`config.mk`:
```
export PLATFORM = sky130hd
export DESIGN_NAME = csv_field_tokenizer_unit
export DESIGN_NICKNAME = d
export VERILOG_FILES = /design/src/design/csvt_pkg.sv /design/src/design/csvt_front.sv /design/src/design/csvt_queue.sv /design/src/design/csvt_back.sv /design/src/design/csv_field_tokenizer_unit.sv
export SDC_FILE = /design/constraint.sdc
export NUM_CORES = 1
export LEC_CHECK = 0
export BUFFER_PORTS_ARGS = -buffer_cell sky130_fd_sc_hd__buf_2
export CAP_MARGIN = 20
export CORE_MARGIN = 1.5
export CORE_UTILIZATION = 35
export CTS_CLUSTER_DIAMETER = 150
export DETAILED_ROUTE_END_ITERATION = 10
export MAX_ROUTING_LAYER = met4
export PLACE_DENSITY = 0.48
export SLEW_MARGIN = 20
export SYNTH_ARGS = -nofsm -noshare
export SYNTH_HDL_FRONTEND = slang
export SYNTH_SLANG_ARGS = --single-unit
```
`constraint.sdc`:
```
create_clock -name clk -period 3.7 [get_ports clk]
set_clock_uncertainty 0.2 [all_clocks]
set_input_delay 0.555 -clock clk [delete_from_list [all_inputs] [get_ports clk]]
set_output_delay 0.555 -clock clk [all_outputs]
set_load 0.005 [all_outputs]
```
`src/design/csvt_pkg.sv`:
```
`timescale 1ns / 1ps

package csvt_pkg;

    localparam logic [7:0] QuoteChar    = 8'h22;
    localparam logic [7:0] CrChar       = 8'h0D;
    localparam logic [7:0] LfChar       = 8'h0A;
    localparam logic [7:0] DefaultDelim = 8'h2C;

    // Most results that one input byte can cause.
    localparam int MaxResults = 3;
    localparam int CountWidth = $clog2(MaxResults + 1);
    localparam int IndexWidth = $clog2(MaxResults);

    localparam int QueueDepth = 4;

    typedef enum logic
    {
        KIND_BYTE      = 1'b0,
        KIND_FIELD_END = 1'b1
    } item_kind_t;

    typedef struct packed
    {
        item_kind_t kind;
        logic [7:0] field_byte;
        logic       row_end;
    } result_t;

    // All results of one input byte, packed in order from slot 0 up.
    typedef struct packed
    {
        result_t [MaxResults-1:0] slots;
        logic [CountWidth-1:0]    count;
        logic                     is_header;
    } bundle_t;

    localparam int BundleWidth = $bits(bundle_t);

endpackage

```
`src/design/csvt_front.sv`:
```
`timescale 1ns / 1ps

module csvt_front
    import csvt_pkg::*;
(
    input  logic       clk,
    input  logic       rst_n,
    input  logic [7:0] delimiter,
    input  logic       s_axis_tvalid,
    output logic       s_axis_tready,
    input  logic [7:0] s_axis_tdata,   // in_byte
    input  logic       s_axis_tlast,   // stream_end
    input  logic       queue_full,
    output logic       push,
    output bundle_t    push_bundle
);

    logic quoted_reg, quoted_next;
    logic qpend_reg, qpend_next;
    logic crpend_reg, crpend_next;
    logic nonempty_reg, nonempty_next;
    logic hdr_seen_reg, hdr_seen_next;

    logic       accept;
    logic [7:0] b;
    logic       done;
    logic       quoted_a;
    logic       not_lf;
    logic       a_valid, b_valid, c_valid;
    logic       b_line;
    logic       ne_end;
    logic       line_done;
    result_t    res_a, res_b, res_c;

    assign s_axis_tready = !queue_full;
    assign accept        = s_axis_tvalid && s_axis_tready;
    assign b             = s_axis_tdata;

    always_comb
    begin
        // A quote waiting inside quotes is resolved by this byte first.
        done     = qpend_reg && (b == QuoteChar);
        quoted_a = (qpend_reg && (b != QuoteChar)) ? 1'b0 : quoted_reg;
        not_lf   = !done && (b != LfChar);

        // Held carriage return that turns out to belong to the line.
        a_valid = not_lf && crpend_reg;
        res_a.kind       = ((CrChar == delimiter) && !quoted_a) ? KIND_FIELD_END : KIND_BYTE;
        res_a.field_byte = (res_a.kind == KIND_FIELD_END) ? 8'h00 : CrChar;
        res_a.row_end    = 1'b0;

        b_line  = not_lf && (b != CrChar);
        b_valid = done || (b_line && (b != QuoteChar));
        res_b.kind       = (!done && (b == delimiter) && !quoted_a) ? KIND_FIELD_END : KIND_BYTE;
        res_b.field_byte = (res_b.kind == KIND_FIELD_END) ? 8'h00 : b;
        res_b.row_end    = 1'b0;

        ne_end    = nonempty_reg || done || a_valid || b_line;
        line_done = (!done && (b == LfChar)) || (s_axis_tlast && (done || (b != LfChar)));
        c_valid   = line_done && ne_end;
        res_c.kind       = KIND_FIELD_END;
        res_c.field_byte = 8'h00;
        res_c.row_end    = 1'b1;

        push_bundle.slots[0]  = a_valid ? res_a : (b_valid ? res_b : res_c);
        push_bundle.slots[1]  = (a_valid && b_valid) ? res_b : res_c;
        push_bundle.slots[2]  = res_c;
        push_bundle.count     = CountWidth'(a_valid) + CountWidth'(b_valid)
                                + CountWidth'(c_valid);
        push_bundle.is_header = !hdr_seen_reg;

        push = accept && (push_bundle.count != '0);

        quoted_next   = (b_line && (b == QuoteChar) && !quoted_a) ? 1'b1 : quoted_a;
        qpend_next    = b_line && (b == QuoteChar) && quoted_a;
        crpend_next   = done ? crpend_reg : (not_lf && (b == CrChar));
        nonempty_next = ne_end;
        if (line_done)
        begin
            quoted_next   = 1'b0;
            qpend_next    = 1'b0;
            crpend_next   = 1'b0;
            nonempty_next = 1'b0;
        end
        hdr_seen_next = s_axis_tlast ? 1'b0 : (hdr_seen_reg || c_valid);
    end

    always_ff @(posedge clk or negedge rst_n)
    begin
        if (!rst_n)
        begin
            quoted_reg   <= 1'b0;
            qpend_reg    <= 1'b0;
            crpend_reg   <= 1'b0;
            nonempty_reg <= 1'b0;
            hdr_seen_reg <= 1'b0;
        end
        else if (accept)
        begin
            quoted_reg   <= quoted_next;
            qpend_reg    <= qpend_next;
            crpend_reg   <= crpend_next;
            nonempty_reg <= nonempty_next;
            hdr_seen_reg <= hdr_seen_next;
        end
    end

endmodule

```
`src/design/csvt_queue.sv`:
```
`timescale 1ns / 1ps

module csvt_queue
    import csvt_pkg::*;
#(
    parameter int DEPTH = QueueDepth
)
(
    input  logic    clk,
    input  logic    rst_n,
    input  logic    push,
    input  bundle_t push_bundle,
    input  logic    pop,
    output logic    full,
    output logic    nonempty,
    output bundle_t head
);

    localparam int PtrWidth = (DEPTH > 1) ? $clog2(DEPTH) : 1;
    localparam int CntWidth = $clog2(DEPTH + 1);
    localparam logic [PtrWidth-1:0] LastPtr = PtrWidth'(DEPTH - 1);

    bundle_t entries_reg [DEPTH];
    logic [PtrWidth-1:0] wptr_reg, wptr_next;
    logic [PtrWidth-1:0] rptr_reg, rptr_next;
    logic [CntWidth-1:0] count_reg, count_next;
    logic do_push, do_pop;

    assign full     = (count_reg == CntWidth'(DEPTH));
    assign nonempty = (count_reg != '0);
    assign head     = entries_reg[rptr_reg];
    assign do_push  = push && !full;
    assign do_pop   = pop && nonempty;

    always_comb
    begin
        wptr_next  = wptr_reg;
        rptr_next  = rptr_reg;
        count_next = count_reg;
        if (do_push)
        begin
            wptr_next = (wptr_reg == LastPtr) ? '0 : wptr_reg + 1'b1;
        end
        if (do_pop)
        begin
            rptr_next = (rptr_reg == LastPtr) ? '0 : rptr_reg + 1'b1;
        end
        if (do_push && !do_pop)
        begin
            count_next = count_reg + 1'b1;
        end
        else if (do_pop && !do_push)
        begin
            count_next = count_reg - 1'b1;
        end
    end

    always_ff @(posedge clk or negedge rst_n)
    begin
        if (!rst_n)
        begin
            wptr_reg  <= '0;
            rptr_reg  <= '0;
            count_reg <= '0;
        end
        else
        begin
            wptr_reg  <= wptr_next;
            rptr_reg  <= rptr_next;
            count_reg <= count_next;
        end
    end

    always_ff @(posedge clk)
    begin
        if (do_push)
        begin
            entries_reg[wptr_reg] <= push_bundle;
        end
    end

endmodule

```
`src/design/csvt_back.sv`:
```
`timescale 1ns / 1ps

module csvt_back
    import csvt_pkg::*;
(
    input  logic       clk,
    input  logic       rst_n,
    input  logic       queue_nonempty,
    input  bundle_t    queue_head,
    output logic       pop,
    output logic       m_axis_tvalid,
    input  logic       m_axis_tready,
    output logic [7:0] m_axis_tdata,   // field_byte
    output logic [2:0] m_axis_tuser,   // item_kind, row_end, is_header
    output logic       m_axis_tlast    // run_last
);

    bundle_t               cur_reg;
    logic                  have_reg, have_next;
    logic [IndexWidth-1:0] idx_reg, idx_next;
    logic                  last_slot;
    logic                  load;
    result_t               slot;

    assign slot      = cur_reg.slots[idx_reg];
    assign last_slot = (CountWidth'(idx_reg) + CountWidth'(1)) == cur_reg.count;

    assign m_axis_tvalid = have_reg;
    assign m_axis_tdata  = slot.field_byte;
    assign m_axis_tuser  = {cur_reg.is_header, slot.row_end, slot.kind};
    assign m_axis_tlast  = last_slot;

    always_comb
    begin
        have_next = have_reg;
        idx_next  = idx_reg;
        load      = 1'b0;
        if (!have_reg || (m_axis_tready && last_slot))
        begin
            // No bundle held, or the current bundle is done: take the next one from the queue.
            load      = queue_nonempty;
            have_next = queue_nonempty;
            idx_next  = '0;
        end
        else if (m_axis_tready)
        begin
            idx_next = idx_reg + 1'b1;
        end
    end

    assign pop = load;

    always_ff @(posedge clk or negedge rst_n)
    begin
        if (!rst_n)
        begin
            have_reg <= 1'b0;
            idx_reg  <= '0;
        end
        else
        begin
            have_reg <= have_next;
            idx_reg  <= idx_next;
        end
    end

    always_ff @(posedge clk)
    begin
        if (load)
        begin
            cur_reg <= queue_head;
        end
    end

endmodule

```
`src/design/csv_field_tokenizer_unit.sv`:
```
`timescale 1ns / 1ps

// CSV field tokenizer. Raw file bytes enter on the slave stream, one beat per
// byte, with tlast marking the final byte of a file; field content bytes and
// field-end marks leave on the master stream. The front end accepts one byte
// per clock whenever the result queue has room, so input bytes are taken at
// one per cycle until the queue fills. A byte causes zero to three results,
// and the output side sends one result per cycle while m_axis_tready is
// high, so a byte with several results (a flushed carriage return, the byte,
// a row end) holds the output until all are sent; the QUEUE_DEPTH-entry queue
// absorbs these bursts. Results pass through the queue and an output register.
// The delimiter (comma after reset) is written on the cfg channel and should
// only be changed while the block is idle.
module csv_field_tokenizer_unit
    import csvt_pkg::*;
#(
    parameter int QUEUE_DEPTH = QueueDepth
)
(
    input  logic       clk,
    input  logic       rst_n,
    input  logic       cfg_valid,
    output logic       cfg_ready,
    input  logic [7:0] cfg_data,        // delimiter_char
    input  logic       s_axis_tvalid,
    output logic       s_axis_tready,
    input  logic [7:0] s_axis_tdata,    // in_byte
    input  logic       s_axis_tlast,    // stream_end
    output logic       m_axis_tvalid,
    input  logic       m_axis_tready,
    output logic [7:0] m_axis_tdata,    // field_byte
    output logic [2:0] m_axis_tuser,    // item_kind, row_end, is_header
    output logic       m_axis_tlast     // run_last
);

    logic [7:0] delim_reg;
    logic       push, pop, q_full, q_nonempty;
    bundle_t    push_bundle, q_head;

    assign cfg_ready = 1'b1;

    always_ff @(posedge clk or negedge rst_n)
    begin
        if (!rst_n)
        begin
            delim_reg <= DefaultDelim;
        end
        else if (cfg_valid)
        begin
            delim_reg <= cfg_data;
        end
    end

    csvt_front u_front
    (
        .clk           (clk),
        .rst_n         (rst_n),
        .delimiter     (delim_reg),
        .s_axis_tvalid (s_axis_tvalid),
        .s_axis_tready (s_axis_tready),
        .s_axis_tdata  (s_axis_tdata),
        .s_axis_tlast  (s_axis_tlast),
        .queue_full    (q_full),
        .push          (push),
        .push_bundle   (push_bundle)
    );

    csvt_queue #(
        .DEPTH (QUEUE_DEPTH)
    ) u_queue
    (
        .clk         (clk),
        .rst_n       (rst_n),
        .push        (push),
        .push_bundle (push_bundle),
        .pop         (pop),
        .full        (q_full),
        .nonempty    (q_nonempty),
        .head        (q_head)
    );

    csvt_back u_back
    (
        .clk            (clk),
        .rst_n          (rst_n),
        .queue_nonempty (q_nonempty),
        .queue_head     (q_head),
        .pop            (pop),
        .m_axis_tvalid  (m_axis_tvalid),
        .m_axis_tready  (m_axis_tready),
        .m_axis_tdata   (m_axis_tdata),
        .m_axis_tuser   (m_axis_tuser),
        .m_axis_tlast   (m_axis_tlast)
    );

endmodule
```
## Yosys cells after proc, flatten, opt, wreduce, memory -nomap -nowiden

Memory sizes are Yosys's and may differ from the RTL's. A register that Yosys moved wholly into a read port is not among the register bits.
Cells that the tools add are included.

| storage, ports and cells | value |
|---|---|
| register bits after elaboration | 33 |
| memory bits (writable) | 92 |
| input bits | 22 |
| memories kept | 1 |

| cells by class | value |
|---|---|
| add/subtract/negate cells | 7 |
| magnitude comparators | 1 |
| equality and inequality tests | 13 |
| muxes and demuxes | 26 |
| reduce and logical (&&, ||, !) cells | 44 |

Memory list:

| name | words | bits a word | read ports | clocked after Yosys merged registers in | write ports | RTL line | source |
|---|---|---|---|---|---|---|---|
| u_queue.entries_reg | 4 | 23 | 1 | 1 | 1 | csvt_queue.sv:23 | `bundle_t entries_reg [DEPTH];` |

Operators by type and width:

| kind | number |
|---|---|
| $mux W10 | 4 |
| $logic_and A1 B1 Y1 | 24 |
| $bmux W10 S2 | 1 |
| $eq A8 B4 Y1 const B | 2 |
| $ne A8 B4 Y1 const B | 2 |
| $mux W1 | 13 |
| $eq A4 B8 Y1 const A | 1 |
| $eq A8 B6 Y1 const B | 1 |
| $eq A8 B8 Y1 | 1 |
| $logic_or A1 B1 Y1 | 8 |
| $mux W2 | 4 |
| $mux W8 | 1 |
| $ne A8 B6 Y1 const B | 1 |
| $logic_not A1 Y1 | 7 |
| $add A2 B1 Y2 const B | 3 |
| $mux W3 | 2 |
| $reduce_bool A2 Y1 | 3 |
| $eq A2 B2 Y1 const B | 2 |
| $mux W4 | 1 |
| $add A3 B1 Y3 const B | 1 |
| $eq A3 B3 Y1 const B | 1 |
| $lt A2 B3 Y1 const B | 1 |
| $reduce_bool A3 Y1 | 1 |
| $sub A3 B1 Y3 const B | 1 |
| other kinds (5) | 5 |

## Longest topological paths before layout

Gate-level depths: netlist of run 1.

| depth | value |
|---|---|
| depth after elaboration | 16 |
| mapped depth | 15 |
| mapped depth without buffers | 14 |

## Hierarchy

Synthesis of run 1 repeated with hierarchy kept, for this count alone.

| second synthesis, totals | value |
|---|---|
| cell total of the unflattened synthesis | 436 |
| area, all modules | 7915.1 µm² |

By module, submodules not included:

| module | instances | cells each | area an instance (µm²) | sequential area each (µm²) |
|---|---|---|---|---|
| csvt_queue | 1 | 210 | 5276.3 | 4139.0 |
| csvt_back | 1 | 94 | 1437.6 | 1066.0 |
| csvt_front | 1 | 113 | 854.6 | 125.1 |
| csv_field_tokenizer_unit | 1 | 19 | 346.6 | 203.9 |

## Worst setup path after synthesis of run 1

Ideal clock, no wire load.

| path | value |
|---|---|
| path kind | input to register |
| from | input port s_axis_tdata[0] |
| to | register u_queue.count_reg[2] |
| library setup time | 0.079 ns |
| arrival | 3.595 ns |
| required time | 3.421 ns |
| setup slack | -0.174 ns |
| stages | 13 |
| path through | or3b_4 or3_4 o32ai_4 inv_2 fa_1 nor2_1 nor2_1 ha_1 inv_1 fa_1 xor2_1 nor2_1 xor2_1 |

RTL lines:

| what | RTL line | source |
|---|---|---|
| start: declaration | csv_field_tokenizer_unit.sv:27 | `input logic [7:0] s_axis_tdata,` |
| end signal: assignment | csvt_queue.sv:70 | `count_reg <= count_next;` |
| end: declaration | csvt_queue.sv:26 | `logic [CntWidth-1:0] count_reg, count_next;` |

==> qor.csv, run 1 <==
stage;metric;value;unit
finish;layout_common_cells;edfxtp_1, buf_2, buf_4;
global_routing;first_global_vias;3311;
synthesis;netlist_area;0.005822;mm²
hold_path;hp-class;primary input to register;
critical_path;cp.depth;15;
synthesis;yosys_register_bits;138;
floorplanning;die_y;132.0;µm
placed_design;io_buffers;35;
finish;drive_above_1_share;34.04;%
critical_path;endpoint_kind;register;
synthesis;synth_edf_count;115;
status;run_status;finished clean;
timing;period_share;88.50;%
synthesis;ys_types;54;
critical_path;critical_path_class;primary input to register;
critical_path;r2r-end;u_queue.count_reg[2];
timing;drv_slew;0;
critical_path;endpoint;u_queue.count_reg[2];
critical_path;cpMaxStageDelayCell;fa_1;
synthesis;synth_top_area_share;59.32;%
critical_path;critPathBufInv;2;
critical_path;crit_path_max_fanout;5;
synthesis;synth_area_per_cell;17.02;µm²
floorplanning;die_area;0.01742;mm²
detailed_routing;highest_layer;met4;
finish;mostFrequentLayoutCell;edfxtp_1;
critical_path;worstSetupStartpointType;primary input;
floorplanning;placementRows;46;
global_routing;overflow;0;
synthesis;synth.net_count;372;
detailed_routing;viasPerCell;4.729;
cts;clock_sinks;138;
cts;cts_buffers;17;
global_routing;antenna_found_initial;0;
finish;finalInstanceArea;0.007091;mm²
floorplanning;start_util;36.26;%
critical_path;path_cells;buf_2 -> or3b_4 -> nor3_1 -> o21ai_1 -> nor2_1 -> nor2_1 -> fa_1 -> nor2_1 -> nor2_2 -> ha_2 -> inv_1 -> fa_1 -> xor2_1 -> nor2_1 -> xor2_1;
finish;largest_register_ffs;92;
critical_path;cp-startpoint;s_axis_tdata[0];
placed_design;hpwl;7369;µm
finish;diodes;0;
detailed_routing;drc_errors;0;
detailed_routing;drtAntennaViolNets;0;
detailed_routing;met1_length;4947;µm
critical_path;worstReg2RegStart;u_front.qpend_reg;
placed_design;gp_congestion;0.8222;
synthesis;yosysSeqAreaShare;69.27;%
cts;clk_pin_slew;60;ps
detailed_routing;wl;11140;µm
cts;clock_latency;420;ps
cts;cts_tree;yes;
timing;timing.fmax;0.3054;GHz
global_routing;grt_max_degree;26;
synthesis;synth-main-ff-cell;edfxtp_1;
timing;grt_setup_unrepaired;no;
floorplanning;ios;37;
synthesis;postSynthCellCount;342;
detailed_routing;met2_length;5644;µm
cts;post_cts_resized;0;
pwr;p_leak;0.002550;µW
global_routing;track_usage;14.64;%
critical_path;r2r_slack;490;ps
detailed_routing;dr.pass1.iters;4;
detailed_routing;route.detailed.wl_per_inst;17.36;µm
critical_path;rr_worst_depth;14;
critical_path;cp.required;3840;ps
synthesis;yosysTopAreaCell;edfxtp_1;
synthesis;yosysWarnings;0;
detailed_routing;dr_total_vias;3036;
timing;hold_violations;0;
pwr;power_density;720.5;mW/mm²
finish;area_delta_synth_final;21.79;%
cts;cts_root_buf;clkbuf_16;
global_routing;grt_pass1_wl;18290;µm
critical_path;cpMostUsedCell;nor2_1;
placed_design;placed_area;0.006484;mm²
detailed_routing;drtIter0Drc;198;
synthesis;synthTopCellsByArea;edfxtp_1, mux4_2, dfrtp_1, and2_1, mux2_2;
critical_path;worst_path_largest_cell_delay;560;ps
detailed_routing;met3_length;410;µm
flow_run;maxCapViolCount;0;
timing;slew_headroom;56.42;%
critical_path;cp.arrival;3420;ps
cts;htree_levels;4;
timing;worstMarginPinSlew;652.5;ps
timing;whs;168.9;ps
pwr;vdd_drop_max;271.4;µV
floorplanning;fp.dieW;132.0;µm
critical_path;cp_top_family;adder cells;
timing;setup_violations;0;
synthesis;synth-async-reset-ratio;16.67;%
floorplanning;core;0.01606;mm²
timing;period_minus_slack;3274;ps
finish;fin_nets;443;
cts;cts_buffer_depth;2;
==> per-stage QoR <==
stage / setup slack (ps) / util [%] / cells / setup TNS [ps] / power (µW)
finish: 425.5 / 44.16 / 642 / 0 / 5109
global route: 146.2 / 44.16 / 642 / 0 / 5400
CTS: 422.9 / 44.16 / 642 / 0 / 5210
detailed placement: -22.16 / 40.38 / 609 / -22.16 / 3497
global placement: -17.20 / 40.38 / 609 / -17.20 / 3471
floorplan: 22.53 / - / 342 / 0 / 3040
==> how the worst min path moves through the flow <==
stage / to / cells past startpoint / slack [ps] / startpoint
detailed placement: u_queue.count_reg[2] / 1 / 290 / u_queue.count_reg[2]
finish: delim_reg[7] / 2 / 170 / cfg_data[7]
global placement: u_queue.count_reg[2] / 1 / 290 / u_queue.count_reg[2]
CTS: delim_reg[7] / 2 / 150 / cfg_data[7]
floorplan: delim_reg[0] / 0 / 60 / rst_n
global route: delim_reg[1] / 2 / 160 / cfg_data[1]
==> worst reg2reg max path: cells and delay by family, from the launching register on <==
family                     cells  cell delay [ps]
and+or+nand+nor                7              900
AOI/OAI and AO/OA              1              120
adders and majority gates      3             1170
buffers and inverters          1               50
DFF                            1              410
xor gates and xnor gates       2              290
==> power breakdown <==
group,switching (µW),leakage (µW),internal [µW]
combinational,603,0.000952,589
sequential,153,0.00131,2070
clock,626,0.000286,1070
==> layout make-up <==
class,instances,area [µm²]
clock buffers,20,446.7
clock inverters,12,150.1
fillers,1455,8967
inverters,11,41.29
multi-input cells,179,1689
flip-flops and latches,138,4033
well taps,216,270.3
repair buffers,66,460.4
==> Yosys cell counts (3+ instances only) <==
master / number
a21o_1: 5
a21oi_1: 5
and2_1: 17
and3_1: 3
buf_2: 3
clkbuf_1: 8
dfrtp_1: 20
dfstp_2: 3
edfxtp_1: 115
ha_1: 6
inv_1: 9
mux2_1: 4
mux2_2: 9
mux2i_1: 9
mux4_2: 23
nand2_1: 11
nand2b_1: 5
nor2_1: 25
nor2b_1: 3
nor3_1: 4
o21ai_1: 6
xor2_1: 11
==> routing by layer <==
layer	vias to the layer above	global-route usage, %
li1	1446	-
met1	1525	17.51
met2	58	23.68
met3	7	3.998
met4	0	5.556
met5	-	-
==> timing repair <==
action	in CTS	in global routing
hold buffers	1	0
buffers inserted	0	0
setup endpoints to repair	0	0
endpoints found under the hold margin	20	0
==> logic make-up (layout without fill, tap and decap cells) <==
kind of cell,count (synthesis),count (layout),share of synthesized area (%)
compound gates,29,29,3.976
buf+inv,25,109,1.805
other cells,1,1,0.06441
mux,45,45,12.96
xor+xnor,12,12,1.805
flops,138,138,69.27
fa+ha+maj,8,8,1.977
simple gates,84,84,8.146
(Power assumes the default switching activity.)
==> inputs of run 2 (changes only) <==
CORE_MARGIN = unset   (was 1.5)
PLACE_DENSITY = 0.47   (was 0.48)
SYNTH_HIERARCHICAL = 1   (was unset)
==> qor.csv, run 2 <==
stage;metric;value;unit
floorplanning;core;0.02203;mm²
synthesis;ys_types;61;
critical_path;cpMostUsedCell;nor2_1;
detailed_routing;route.detailed.wl_per_inst;18.41;µm
global_routing;track_usage;14.12;%
finish;layout.cells.non_filler;806;
placed_design;place_ws;-224.7;ps
synthesis;yosysTopAreaCell;edfxtp_1;
cts;cts_buffer_depth;2;
global_routing;overflow;0;
cts;cts_tree;yes;
cts;cts_setup_buffers;0;
synthesis;yosysSeqAreaShare;69.92;%
detailed_routing;dr_total_vias;3954;
critical_path;cpMaxStageDelayCell;fa_1;
finish;fill_cells;1966;
synthesis;synthTopCellsByArea;edfxtp_1, mux4_2, dfrtp_1, mux2_4, mux4_1;
timing;period_share;93.88;%
floorplanning;ios;37;
synthesis;synth_most_common_cell;edfxtp_1;
synthesis;postSynthCellCount;436;
critical_path;worst_path_largest_cell_delay;550;ps
global_routing;grt_max_degree;37;
timing;drv_slew;0;
critical_path;worstSetupStartpointType;primary input;
cts;cts_root_buf;clkbuf_16;
finish;mostFrequentLayoutCell;edfxtp_1;
floorplanning;placementRows;54;
timing;setup_violations;0;
critical_path;endpoint_kind;register;
timing;period_minus_slack;3474;ps
global_routing;grt_pass1_wl;23740;µm
finish;fin_nets;544;
critical_path;cp.depth;14;
timing;slew_headroom;38.84;%
timing;whs;155.2;ps
timing;timing.fmax;0.2879;GHz
critical_path;crit_path_max_fanout;2;
critical_path;endpoint;u_queue/count_reg[2];
detailed_routing;drtIter0Drc;262;
detailed_routing;drtAntennaViolNets;0;
floorplanning;start_util;35.94;%
global_routing;use_met3;2.759;%
global_routing;first_global_vias;4237;
critical_path;cp.arrival;3630;ps
synthesis;netlist_area;0.007915;mm²
synthesis;synth-main-ff-cell;edfxtp_1;
floorplanning;die_area;0.02322;mm²
detailed_routing;viasPerCell;4.906;
placed_design;io_buffers;35;
critical_path;worstReg2RegStart;u_front/qpend_reg;
synthesis;synth-async-reset-ratio;12.23;%
synthesis;yosys_register_bits;188;
finish;layout_common_cells;edfxtp_1, buf_4, buf_2;
critical_path;cp_top_family;simple AND/OR/NAND/NOR gates;
cts;clock_latency;430;ps
global_routing;grt_use_met1;17.42;%
status;violations;design-rule violations;
finish;diodes;0;
finish;finalInstanceArea;0.009283;mm²
finish;area_delta_synth_final;17.28;%
placed_design;placed_area;0.008670;mm²
critical_path;rr_worst_depth;12;
critical_path;critPathBufInv;2;
synthesis;synthTopCellsByCount;edfxtp_1, mux4_2, dfrtp_1;
cts;clk_pin_slew;70;ps
cts;cts_buffers;17;
synthesis;synth_edf_count;165;
synthesis;synth_top_area_share;62.60;%
global_routing;antenna_found_initial;0;
status;run_status;complete, but fails checks;
global_routing;gr-usage-met2;23.20;%
pwr;vdd_drop_max;300.6;µV
timing;fin_tns_setup;0;ps
placed_design;placed_cells;774;
global_routing;grt.busiest_layer;met2;
cts;htree_levels;4;
critical_path;r2r-end;u_queue/count_reg[2];
critical_path;critical_path_class;primary input to register;
timing;hold_violations;0;
finish;drive_above_1_share;32.13;%
placed_design;gp_congestion;0.7526;
hold_path;hold_depth;2;
synthesis;yosysWarnings;6;
timing;worst_slack;226.3;ps
placed_design;hpwl;9563;µm
finish;largest_register_ffs;132;
critical_path;cp-startpoint;s_axis_tdata[2];
detailed_routing;drc_errors;2;
floorplanning;fp.dieW;152.4;µm
pwr;p_leak;0.003289;µW
critical_path;r2r_slack;420;ps
hold_path;hp-class;primary input to register;
timing;worstMarginPinSlew;915.5;ps
pwr;power_density;711.6;mW/mm²
floorplanning;die_y;152.4;µm
critical_path;path_cells;buf_2 -> or3b_4 -> or4_4 -> and2_4 -> fa_1 -> nor2_1 -> nor2_1 -> nor2b_4 -> ha_2 -> inv_2 -> fa_2 -> xor2_1 -> nor2_1 -> xor2_1;
critical_path;cp.required;3850;ps
timing;grt_setup_unrepaired;no;
synthesis;synth_area_per_cell;18.15;µm²
detailed_routing;wl;14840;µm
cts;clock_sinks;188;
flow_run;maxCapViolCount;0;
detailed_routing;dr.pass1.iters;7;
run 2: what timing repair did:
item	in CTS	in global routing
hold buffers	1	0
gates resized for setup	0	0
endpoints found under the setup margin	0	0
endpoints found under the hold margin	20	0
run 2: kinds of logic after synthesis:
kind of cell	after synthesis	synth area share, %
compound gates	42	3.699
xor+xnor	12	1.423
buf+inv	42	3.794
flops	188	69.92
fa+ha+maj	8	1.454
simple gates	85	6.355
other cells	3	0.1423
mux	56	13.22
run 2: metal layers:
layer	routed length [µm]	vias to the layer above
met2	7414	66
met5	0	-
met4	170	0
met3	377	17
li1	-	1843
met1	6877	2028
run 2: layout make-up:
class,instances,area [µm²],area share (%)
clock inverters,13,173.9,1.874
repair buffers,79,583.1,6.281
flip-flops and latches,188,5535,59.63
well taps,280,350.3,3.774
inverters,14,52.55,0.5661
multi-input cells,214,2158,23.25
clock buffers,18,429.2,4.623
run 2: report_power, final:
part | leakage, µW | internal (µW) | total, µW | switching [µW]
Clock | 0.000297 | 1120 | 1870 | 746
Combinational | 0.00124 | 825 | 1750 | 923
Sequential | 0.00175 | 2830 | 2990 | 158
run 2: stage by stage:
step           utilization [%]  total power [µW]
2_1_floorplan                -              4285
3_3_place_gp             39.36              4808
3_5_place_dp             39.36              4853
4_1_cts                  42.14              6730
5_1_grt                  42.14              6961
6_report                 42.14              6605
run 2: worst min path at each step:
stage                                     from                   end
after floorplan                          rst_n          delim_reg[0]
after global placement    u_queue/count_reg[2]  u_queue/count_reg[2]
after detailed placement  u_queue/count_reg[2]  u_queue/count_reg[2]
after CTS                          cfg_data[2]          delim_reg[2]
after global routing               cfg_data[2]          delim_reg[2]
final                              cfg_data[2]          delim_reg[2]
==> inputs of run 3 (changes only) <==
CORE_UTILIZATION = 40   (was 35)
PLACE_DENSITY = 0.53   (was 0.47)
==> qor.csv, run 3 (same netlist as run 2, synthesis figures left out) <==
stage;metric;value;unit
timing;worst_slack;214.3;ps
critical_path;endpoint_kind;register;
global_routing;grt_max_degree;36;
placed_design;gp_congestion;0.8330;
floorplanning;ios;37;
timing;period_minus_slack;3486;ps
critical_path;cpMostUsedCell;nor2_1;
flow_run;maxCapViolCount;0;
finish;finalInstanceArea;0.009331;mm²
pwr;p_total;6784;µW
floorplanning;start_util;40.80;%
critical_path;crit_path_max_fanout;2;
hold_path;worstHoldStart;cfg_data[4];
detailed_routing;wl;14130;µm
finish;layout_common_cells;edfxtp_1, buf_4, buf_2;
critical_path;critical_path_class;primary input to register;
critical_path;cp.required;3840;ps
timing;period_share;94.21;%
cts;clock_sinks;188;
critical_path;worstSetupStartpointType;primary input;
floorplanning;fp.dieW;142.7;µm
floorplanning;die_area;0.02035;mm²
detailed_routing;dr.pass1.iters;6;
cts;cts_buffers;17;
cts;postCtsHoldBufs;1;
critical_path;r2r-end;u_queue/count_reg[2];
critical_path;worstReg2RegStart;u_front/qpend_reg;
critical_path;rr_worst_depth;12;
detailed_routing;drtIter0Drc;214;
detailed_routing;viasPerCell;5.016;
status;run_status;finished clean;
timing;hold_violations;0;
cts;cts_setup_buffers;0;
detailed_routing;met3_length;358;µm
timing;worstMarginPinSlew;863.6;ps
cts;clock_latency;420;ps
finish;mostFrequentLayoutCell;edfxtp_1;
critical_path;cp.arrival;3630;ps
pwr;vdd_drop_max;359.3;µV
detailed_routing;drc_errors;0;
global_routing;antenna_found_initial;0;
pwr;p_leak;0.003314;µW
placed_design;hpwl;9318;µm
detailed_routing;dr_total_vias;3968;
timing;drv_slew;0;
cts;post_cts_resized;0;
placed_design;place_ws;-257.5;ps
detailed_routing;met2_length;6979;µm
critical_path;path_cells;buf_2 -> or3b_4 -> or4_4 -> and2_4 -> fa_1 -> nor2_1 -> nor2_1 -> nor2b_4 -> ha_2 -> inv_2 -> fa_2 -> xor2_1 -> nor2_1 -> xor2_1;
cts;cts_tree;yes;
hold_path;min_to;delim_reg[4];
cts;cts_buffer_depth;2;
global_routing;overflow;0;
floorplanning;die_y;142.7;µm
placed_design;io_buffers;35;
critical_path;cpMaxStageDelayCell;fa_1;
finish;fill_cells;1687;
finish;fin_nets;543;
placed_design;placed_area;0.008643;mm²
cts;cts_root_buf;clkbuf_16;
timing;setup_violations;0;
finish;layout.cells.non_filler;791;
finish;drive_above_1_share;32.32;%
detailed_routing;met1_length;6642;µm
critical_path;worst_path_largest_cell_delay;550;ps
cts;htree_levels;4;
global_routing;grt_pass1_wl;22310;µm
finish;largest_register_ffs;132;
finish;diodes;0;
timing;grt_setup_unrepaired;no;
critical_path;r2r_slack;300;ps
timing;whs;158.3;ps
timing;slew_headroom;42.31;%
cts;clk_pin_slew;70;ps
floorplanning;placementRows;51;
detailed_routing;highest_layer;met4;
global_routing;track_usage;15.65;%
timing;timing.fmax;0.2869;GHz
detailed_routing;route.detailed.wl_per_inst;17.86;µm
global_routing;first_global_vias;4080;
pwr;power_density;727.0;mW/mm²
hold_path;hold_depth;2;
detailed_routing;drtAntennaViolNets;0;
floorplanning;core;0.01940;mm²
placed_design;placed_cells;758;
finish;area_delta_synth_final;17.89;%
hold_path;hp-class;primary input to register;
-- run 3: critical path, delay by kind of cell --
family | cells | cell delay [ps]
AND/OR/NAND/NOR | 7 | 1530
adder cells (fa/ha/maj) | 3 | 1090
XOR/XNOR | 2 | 300
buffers and inverters | 2 | 150
-- run 3: per-layer routing --
layer / up-vias / global-route usage, %
met5: - / -
met4: 0 / 5.093
met3: 13 / 3.421
met2: 71 / 24.90
met1: 2029 / 20.00
li1: 1855 / -
-- run 3: worst max path at each step --
stage / slack [ps] / start / to / depth (start not counted)
floorplan: -130 / s_axis_tdata[6] / u_queue/count_reg[2] / 14
global placement: -190 / s_axis_tdata[2] / u_queue/count_reg[2] / 14
detailed placement: -260 / s_axis_tdata[2] / u_queue/count_reg[2] / 16
CTS: 190 / s_axis_tdata[2] / u_queue/count_reg[2] / 16
global route: 30 / s_axis_tdata[2] / u_queue/count_reg[2] / 16
finish: 210 / s_axis_tdata[2] / u_queue/count_reg[2] / 14
-- run 3: final cells by class --
| type | count | area (µm²) | share of cell area [%] |
|---|---|---|---|
| flip-flops and latches | 188 | 5535 | 59.32 |
| clock inverters | 14 | 239.0 | 2.561 |
| multi-input cells | 214 | 2158 | 23.13 |
| inverters | 14 | 52.55 | 0.5632 |
| repair buffers | 78 | 575.6 | 6.168 |
| clock buffers | 18 | 439.2 | 4.706 |
| well taps | 265 | 331.6 | 3.553 |
-- run 3: stage by stage --
step | util [%] | TNS (ps)
final | 48.10 | 0
after global routing | 48.10 | 0
after CTS | 48.10 | 0
after detailed placement | 44.56 | -1933
after global placement | 44.56 | -338.6
after floorplan | - | -241.9
-- run 3: report_power, final --
group / switching [µW] / internal, µW
Sequential: 213 / 2830
Combinational: 859 / 838
Clock: 756 / 1290
